--- config.mk ---
export PLATFORM = sky130hd
export DESIGN_NAME = matrix_multiply_4x4_core
export DESIGN_NICKNAME = d
export VERILOG_FILES = /design/src/hw/rtl/mm4_pkg.sv /design/src/hw/rtl/matrix_multiply_4x4_core.sv /design/src/hw/rtl/mm4_mac.sv
export SDC_FILE = /design/constraint.sdc
export NUM_CORES = 2
export LEC_CHECK = 0
export ABC_CLOCK_PERIOD_IN_PS = 10300
export BUFFER_PORTS_ARGS = -buffer_cell sky130_fd_sc_hd__buf_2
export CORE_MARGIN = 2
export CORE_UTILIZATION = 55
export CTS_BUF_LIST = sky130_fd_sc_hd__clkbuf_8
export DETAILED_ROUTE_END_ITERATION = 10
export PLACE_DENSITY = 0.72
export SETUP_SLACK_MARGIN = 0.15
export SLEW_MARGIN = 20
export SYNTH_ARGS = -nofsm -noshare
export SYNTH_HDL_FRONTEND = slang
export SYNTH_SLANG_ARGS = --single-unit
--- constraint.sdc ---
create_clock -name i_clk -period 10.3 [get_ports i_clk]
set_clock_uncertainty 0.1 [all_clocks]
set_input_delay 1.545 -clock i_clk [delete_from_list [all_inputs] [get_ports i_clk]]
set_output_delay 1.545 -clock i_clk [all_outputs]
set_load 0.01 [all_outputs]
--- src/hw/rtl/mm4_pkg.sv ---
// ----------------------------------------------------------------------------
// mm4_pkg
// shared types and constants for the 4x4 fixed point matrix multiplier
// ----------------------------------------------------------------------------
package mm4_pkg;

    // matrix geometry
    localparam int DIM_LOG  = 2;
    localparam int CELL_LOG = 2 * DIM_LOG;
    localparam int CELLS    = 1 << CELL_LOG;

    // element format, q16.16 signed
    localparam int ELEM_W    = 32;
    localparam int FRAC_BITS = 16;

    // product and exact four term sum
    localparam int PROD_W = 2 * ELEM_W;
    localparam int ACC_W  = PROD_W + DIM_LOG;

    // request commands
    typedef enum logic [1:0] {
        CMD_WRITE_A = 2'd0,
        CMD_WRITE_B = 2'd1,
        CMD_COMPUTE = 2'd2
    } t_cmd;

    // sequencer states
    typedef enum logic [1:0] {
        S_IDLE = 2'd0,
        S_MAC  = 2'd1,
        S_EMIT = 2'd2
    } t_state;

    // sequencer to mac unit
    typedef struct packed {
        logic op_vld;
        logic acc_clr;
    } t_mac_ctrl;

endpackage

--- src/hw/rtl/matrix_multiply_4x4_core.sv ---
// ----------------------------------------------------------------------------
// matrix_multiply_4x4_core
// 4x4 q16.16 matrix multiplier with one shared multiply-accumulate unit
// ----------------------------------------------------------------------------
// Requests either load one element of operand a or b (ready again straight
// away) or start a compute. A compute emits 16 results in flat
// order, out[r*4+c] = sum_j b[r*4+j]*a[j*4+c], exact 66-bit sum, floor shift
// by the fraction width and saturation to 32 bits, with o_last on the final
// one. All 64 products go through a single 32x32 multiplier: for each element
// the sequencer issues its products, waits for the operand and product
// registers to drain, then emits the result once the output has room. The
// input is not ready until the compute has finished. Unused command codes are
// accepted and dropped. Both operand stores come out of reset as all zeros.
// ----------------------------------------------------------------------------
module matrix_multiply_4x4_core (
    input  logic                                 i_clk,
    input  logic                                 i_rst_n,
    // request channel
    input  logic                                 i_in_valid,
    output logic                                 o_in_ready,
    input  logic [1:0]                           i_cmd,
    input  logic [mm4_pkg::CELL_LOG-1:0]         i_elem_index,
    input  logic signed [mm4_pkg::ELEM_W-1:0]    i_elem_value,
    // result channel
    output logic                                 o_out_valid,
    input  logic                                 i_out_ready,
    output logic [mm4_pkg::CELL_LOG-1:0]         o_out_index,
    output logic signed [mm4_pkg::ELEM_W-1:0]    o_out_value,
    output logic                                 o_last
);
    import mm4_pkg::*;

    // operand stores
    logic signed [ELEM_W-1:0] r_store_a [CELLS];
    logic signed [ELEM_W-1:0] r_store_b [CELLS];

    // sequencer
    t_state                r_state, n_state;
    logic [CELL_LOG-1:0]   r_elem,  n_elem;
    logic [DIM_LOG-1:0]    r_step,  n_step;

    // output register
    logic                     r_out_vld,   n_out_vld;
    logic [CELL_LOG-1:0]      r_out_index, n_out_index;
    logic signed [ELEM_W-1:0] r_out_value, n_out_value;
    logic                     r_out_last,  n_out_last;

    logic                     in_acc;
    logic                     out_free;
    logic                     mac_busy;
    logic signed [ELEM_W-1:0] mac_result;
    logic signed [ELEM_W-1:0] op_a;
    logic signed [ELEM_W-1:0] op_b;
    t_mac_ctrl                mac_ctrl;

    assign o_in_ready = (r_state == S_IDLE);
    assign in_acc     = i_in_valid && o_in_ready;
    assign out_free   = !r_out_vld || i_out_ready;

    // a[j][c] and b[r][j] for current element and step
    assign op_a = r_store_a[{r_step, r_elem[DIM_LOG-1:0]}];
    assign op_b = r_store_b[{r_elem[CELL_LOG-1:DIM_LOG], r_step}];

    // element loads
    always_ff @(posedge i_clk) begin
        if (!i_rst_n) begin
            for (int k = 0; k < CELLS; k++) begin
                r_store_a[k] <= '0;
                r_store_b[k] <= '0;
            end
        end else if (in_acc) begin
            if (i_cmd == CMD_WRITE_A) begin
                r_store_a[i_elem_index] <= i_elem_value;
            end else if (i_cmd == CMD_WRITE_B) begin
                r_store_b[i_elem_index] <= i_elem_value;
            end
        end
    end

    always_ff @(posedge i_clk) begin
        if (!i_rst_n) begin
            r_state   <= S_IDLE;
            r_elem    <= '0;
            r_step    <= '0;
            r_out_vld <= 1'b0;
        end else begin
            r_state   <= n_state;
            r_elem    <= n_elem;
            r_step    <= n_step;
            r_out_vld <= n_out_vld;
        end
    end

    // output payload, no reset needed
    always_ff @(posedge i_clk) begin
        r_out_index <= n_out_index;
        r_out_value <= n_out_value;
        r_out_last  <= n_out_last;
    end

    always_comb begin
        n_state          = r_state;
        n_elem           = r_elem;
        n_step           = r_step;
        n_out_vld        = r_out_vld && !i_out_ready;
        n_out_index      = r_out_index;
        n_out_value      = r_out_value;
        n_out_last       = r_out_last;
        mac_ctrl.op_vld  = 1'b0;
        mac_ctrl.acc_clr = 1'b0;
        case (r_state)
            S_IDLE: begin
                // loads are handled in the store block
                if (in_acc && i_cmd == CMD_COMPUTE) begin
                    n_state          = S_MAC;
                    n_elem           = '0;
                    n_step           = '0;
                    mac_ctrl.acc_clr = 1'b1;
                end
            end
            S_MAC: begin
                // one product issued per cycle
                mac_ctrl.op_vld = 1'b1;
                n_step          = r_step + 1'b1;
                if (r_step == {DIM_LOG{1'b1}}) begin
                    n_state = S_EMIT;
                end
            end
            S_EMIT: begin
                // wait for the sum to settle and for room at the output
                if (!mac_busy && out_free) begin
                    n_out_vld   = 1'b1;
                    n_out_index = r_elem;
                    n_out_value = mac_result;
                    n_out_last  = (r_elem == {CELL_LOG{1'b1}});
                    if (r_elem == {CELL_LOG{1'b1}}) begin
                        n_state = S_IDLE;
                    end else begin
                        n_state          = S_MAC;
                        n_elem           = r_elem + 1'b1;
                        n_step           = '0;
                        mac_ctrl.acc_clr = 1'b1;
                    end
                end
            end
            default: begin
                n_state = S_IDLE;
            end
        endcase
    end

    mm4_mac u_mac (
        .i_clk    (i_clk),
        .i_rst_n  (i_rst_n),
        .i_ctrl   (mac_ctrl),
        .i_op_a   (op_a),
        .i_op_b   (op_b),
        .o_busy   (mac_busy),
        .o_result (mac_result)
    );

    assign o_out_valid = r_out_vld;
    assign o_out_index = r_out_index;
    assign o_out_value = r_out_value;
    assign o_last      = r_out_last;

    a_compute_blocks: assert property (@(posedge i_clk) disable iff (!i_rst_n)
        (in_acc && i_cmd == CMD_COMPUTE) |=> !o_in_ready)
        else $error("ready stayed high after a compute request");

    a_last_index: assert property (@(posedge i_clk) disable iff (!i_rst_n)
        (o_out_valid && o_last) |-> (o_out_index == {CELL_LOG{1'b1}}))
        else $error("last flag on a result other than the final element");

    a_idle_pipe_empty: assert property (@(posedge i_clk) disable iff (!i_rst_n)
        (r_state == S_IDLE) |-> !mac_busy)
        else $error("mac pipeline busy while idle");

    a_load_no_result: assert property (@(posedge i_clk) disable iff (!i_rst_n)
        (in_acc && i_cmd != CMD_COMPUTE && !o_out_valid) |=> !o_out_valid)
        else $error("load request produced a result");

endmodule

--- src/hw/rtl/mm4_mac.sv ---
// ----------------------------------------------------------------------------
// mm4_mac
// shared multiply-accumulate unit with floor shift and saturation
// ----------------------------------------------------------------------------
module mm4_mac (
    input  logic                                 i_clk,
    input  logic                                 i_rst_n,
    input  mm4_pkg::t_mac_ctrl                   i_ctrl,
    input  logic signed [mm4_pkg::ELEM_W-1:0]    i_op_a,
    input  logic signed [mm4_pkg::ELEM_W-1:0]    i_op_b,
    output logic                                 o_busy,
    output logic signed [mm4_pkg::ELEM_W-1:0]    o_result
);
    import mm4_pkg::*;

    localparam int HI_W = ACC_W - ELEM_W + 1;

    logic                     r_op_vld;
    logic signed [ELEM_W-1:0] r_op_a;
    logic signed [ELEM_W-1:0] r_op_b;
    logic                     r_prod_vld;
    logic signed [PROD_W-1:0] r_prod;
    logic signed [ACC_W-1:0]  r_acc;

    logic signed [ACC_W-1:0]  shifted;
    logic [HI_W-1:0]          hi_bits;
    logic                     fits;

    // control pipe
    always_ff @(posedge i_clk) begin
        if (!i_rst_n) begin
            r_op_vld   <= 1'b0;
            r_prod_vld <= 1'b0;
        end else begin
            r_op_vld   <= i_ctrl.op_vld;
            r_prod_vld <= r_op_vld;
        end
    end

    // operand, product and accumulator registers
    always_ff @(posedge i_clk) begin
        if (i_ctrl.op_vld) begin
            r_op_a <= i_op_a;
            r_op_b <= i_op_b;
        end
        if (r_op_vld) begin
            r_prod <= r_op_a * r_op_b;
        end
        if (i_ctrl.acc_clr) begin
            r_acc <= '0;
        end else if (r_prod_vld) begin
            r_acc <= r_acc + {{DIM_LOG{r_prod[PROD_W-1]}}, r_prod};
        end
    end

    // floor shift then clamp to the signed element range
    always_comb begin
        shifted = r_acc >>> FRAC_BITS;
        hi_bits = shifted[ACC_W-1:ELEM_W-1];
        fits    = (hi_bits == '0) || (hi_bits == '1);
        if (fits) begin
            o_result = shifted[ELEM_W-1:0];
        end else if (r_acc[ACC_W-1]) begin
            o_result = {1'b1, {(ELEM_W-1){1'b0}}};
        end else begin
            o_result = {1'b0, {(ELEM_W-1){1'b1}}};
        end
    end

    assign o_busy = r_op_vld | r_prod_vld;

    a_prod_follows_op: assert property (@(posedge i_clk) disable iff (!i_rst_n)
        i_ctrl.op_vld |=> ##1 r_prod_vld)
        else $error("product stage did not follow operand issue");

    a_no_clear_midway: assert property (@(posedge i_clk) disable iff (!i_rst_n)
        i_ctrl.acc_clr |-> !r_prod_vld)
        else $error("accumulator cleared while a product is pending");

endmodule

==> impl_metrics.yaml <==
timing:
  final_min_period_over_clock_period_pct: 86.5
  finalMaxSlewViolations: 0
  setup_viol: 0
  final-hold-violation-count: 0
  max_clock_freq_mhz: 112
  setup_total_negative_slack_ns: 0
  worst_slew_margin_rel_pct: 24.5
  worst_slew_pin_slew_ns: 1.13
  final_critical_path_time_including_i_o_delays_and_setup_ns: 8.90
  grt_setup_unrepaired: "no"
clocking:
  clock_tree_from_tritoncts: "yes"
  worstSkewPairLatency_ns: 0.97
  clkSinkCount: 1266
  cts.repair.resized: 0
  post_cts.repair.setup_buffers: 0
  numCtsBuffers: 199
  cts.path.max_buffers: 3
  cts.reportedPaths.clkPinSlew_ns: 0.06
  htree_levels: 4
  post_cts_hold_buffer_count: 0
  cts_root_buffer_type: "sky130_fd_sc_hd__clkbuf_8"
logic_synthesis:
  yosys.cell_types.count: 81
  post_synth_mux_area_share_pct: 7.99
  synth.avg_cell_area_um2: 12.2
  yosys_warnings: 0
  synth_simple_gate_area_share_pct: 14.7
  combinational_family_with_the_most_area_after_synthesis: "adder cells"
  post_synth_fa_ha_maj_area_fraction_pct: 26.5
  synthXorXnorAreaFrac_pct: 1.11
  yosys_most_used_dff: "sky130_fd_sc_hd__edfxtp_1"
  yosysTopAreaCell: "sky130_fd_sc_hd__edfxtp_1"
  synth_area_mm2: 0.0936
  synth_top_area_share_pct: 38.1
  synth.net_count: 9045
  synth_async_sr_flop_share_pct: 0
  synth_top_cells_by_area: "sky130_fd_sc_hd__edfxtp_1 38%, sky130_fd_sc_hd__fa_1 23%, sky130_fd_sc_hd__and2_1 10%, sky130_fd_sc_hd__mux4_2 7.7%, sky130_fd_sc_hd__inv_1 4.1%"
  top_count_cell_post_synth: "sky130_fd_sc_hd__and2_1"
  synth_compound_gate_area_share_pct: 3.73
  synth-seq-cells: 1266
  ys_seq_area_share_pct: 39.8
  synth_cells: 7669
  synthTopCellsByCount: "1539 x sky130_fd_sc_hd__and2_1, 1189 x sky130_fd_sc_hd__edfxtp_1, 1083 x sky130_fd_sc_hd__fa_1, 1019 x sky130_fd_sc_hd__inv_1, 614 x sky130_fd_sc_hd__nand2_1"
  synth-edff-count: 1189
drt:
  drtIter0Drc: 5431
  drtPass1Iterations: 6
  post-route-drc-count: 0
  routedWlPerCell_um: 23.8
  routed_wirelength_mm: 238
  antenna_violating_nets_post_route: 0
  dr_total_vias: 57700
  avgViaCountPerCell: 5.78
status:
  outcome: "finished, final reports clean"
critical_path:
  worst_r2r_startpoint: "u_mac.r_op_b[8]"
  critical_path_launch_point_type: "register"
  r2r_cells: 22
  timing.setup.critical_path_class: "reg2reg"
  critical_path_arrival_ns: 9.51
  crit_path_max_fanout: 20
  type_of_destination_of_the_critical_path: "register"
  timing.critical_path.required_ns: 10.91
  r2r-end: "u_mac.r_prod[62]"
  r2r_slack_ns: 1.40
run:
  max-cap-violations: 0
grt:
  grt_pass1_wl_mm: 366
  grt_max_degree: 101
  number_of_antenna_violations_at_the_first_check_in_global_routing: 22
  overflow: 0
  global_route.usage.total_pct: 28.0
  grt_pass1_vias: 62000
floorplanning:
  initial_core_util_pct: 55.3
  boundaryPins: 81
  coreArea_mm2: 0.169
  core.rowCount: 151
  die_w_um: 417
  die-area_mm2: 0.174
  fp.dieH_um: 417
placement:
  port_buffers: 80
  dp_hpwl_mm: 159
  gpl.final_weighted_congestion: 0.927
layout:
  num-nets-final: 8960
  area.sequential_mm2: 0.0373
  n_fill_cell: 13200
  area.growth.synth_to_final_pct: 7.15
  share_of_cells_above_drive_strength_1_pct: 11.6
  multiInputGateArea_mm2: 0.0511
hold_path:
  worst_hold_path_type: "reg2reg"
  hold_path.startpoint: "u_mac.r_acc[58]"
  hold_path_depth: 2
  hold_end: "u_mac.r_acc[58]"
==> through the flow <==
step                setup WS, ns  std cells  instance area [um2]  hold WS (ns)  utilization (%)
finish                      1.40       9977               100000         0.386             59.3
global route                1.07       9977               100000         0.420             59.3
CTS                         1.31       9971               100000         0.384             59.2
detailed placement          1.29       9600                96500         0.375             57.0
global placement            1.43       9599                96500         0.366             57.0
floorplan                   2.58       7669                93600         0.306                -
==> worst max-delay path by stage <==
stage,start,to
after floorplan,u_mac.r_op_a[31],u_mac.r_prod[61]
after global placement,u_mac.r_op_b[8],u_mac.r_prod[62]
after detailed placement,u_mac.r_op_b[8],u_mac.r_prod[62]
after CTS,u_mac.r_op_b[8],u_mac.r_prod[62]
after global routing,u_mac.r_op_b[8],u_mac.r_prod[62]
final,u_mac.r_op_b[8],u_mac.r_prod[62]
==> area by class of cell <==
class | count | share of cell area [%]
Clock buffer | 201 | 2.76
Antenna cell | 5 | 0.0125
Timing Repair Buffer | 233 | 1.57
Tap cell | 2218 | 2.77
Multi-Input combinational cell | 4864 | 50.9
Inverter | 1020 | 3.82
Sequential cell | 1266 | 37.1
Clock inverter | 170 | 1.03
==> layout by cell type (no fill, tap or decap), types with 37 or more instances in the layout <==
master                        n
sky130_fd_sc_hd__a21o_1      99
sky130_fd_sc_hd__a21oi_1    149
sky130_fd_sc_hd__and2_1    1539
sky130_fd_sc_hd__buf_2       79
sky130_fd_sc_hd__buf_4      151
sky130_fd_sc_hd__clkbuf_8   201
sky130_fd_sc_hd__clkinv_1    56
sky130_fd_sc_hd__dfxtp_1     69
sky130_fd_sc_hd__edfxtp_1  1189
sky130_fd_sc_hd__fa_1      1083
sky130_fd_sc_hd__ha_1       251
sky130_fd_sc_hd__inv_1     1095
sky130_fd_sc_hd__mux4_2     320
sky130_fd_sc_hd__nand2_1    612
sky130_fd_sc_hd__nand3_1     38
sky130_fd_sc_hd__nor2_1     159
sky130_fd_sc_hd__o21ai_0     79
sky130_fd_sc_hd__xnor2_1     82
sky130_fd_sc_hd__xor2_1      37
==> critical path: stages (launching register included) <==
cell and delay (ns):
sky130_fd_sc_hd__edfxtp_1 1.01, sky130_fd_sc_hd__buf_4 0.37, sky130_fd_sc_hd__nand2_1 0.17, sky130_fd_sc_hd__fa_1 0.74
sky130_fd_sc_hd__fa_1 0.50, sky130_fd_sc_hd__fa_1 0.53, sky130_fd_sc_hd__fa_1 0.52, sky130_fd_sc_hd__inv_1 0.06
sky130_fd_sc_hd__fa_1 0.57, sky130_fd_sc_hd__fa_1 0.44, sky130_fd_sc_hd__fa_1 0.52, sky130_fd_sc_hd__fa_1 0.42
sky130_fd_sc_hd__ha_1 0.36, sky130_fd_sc_hd__and3_1 0.30, sky130_fd_sc_hd__nand3_1 0.20, sky130_fd_sc_hd__nand3b_1 0.21
sky130_fd_sc_hd__a211oi_1 0.53, sky130_fd_sc_hd__nor3_1 0.14, sky130_fd_sc_hd__o21ai_1 0.31, sky130_fd_sc_hd__a21oi_2 0.12
sky130_fd_sc_hd__o221ai_1 0.32, sky130_fd_sc_hd__a221oi_2 0.11, sky130_fd_sc_hd__xnor2_1 0.13
==> flip-flops by register name, summed over array words and instances, names as in the netlist <==
signal            count
o_out_value          32
o_last                1
u_mac.r_prod         64
u_mac.r_acc          66
r_elem                4
u_mac.r_op_a         32
r_store_a           512
r_state               2
r_step                2
o_out_index           4
u_mac.r_op_b         32
o_out_valid           1
r_store_b           512
u_mac.r_prod_vld      1
u_mac.r_op_vld        1
==> metal layers <==
metal | GRT usage [%] | part of all wire [%] | vias up
met5 | 0 | 0.048 | -
met3 | 7.03 | 10 | 498
met2 | 46.2 | 48 | 2851
met1 | 37.1 | 38 | 29500
met4 | 7.84 | 2.7 | 18
li1 | - | - | 24900
==> logic make-up (layout without fill, tap and decap cells) <==
logic type,count (synthesis),after routing
buffers and inverters,1539,1624
adder cells (fa/ha/maj),1334,1334
AND/OR/NAND/NOR,2527,2527
other,0,5
XOR/XNOR,119,119
multiplexers,347,347
flip-flops,1266,1266
AO/OA/AOI/OAI,537,537
Power is not shown: default switching activity piles up to over one toggle a cycle in this logic, so the estimate is an artifact.
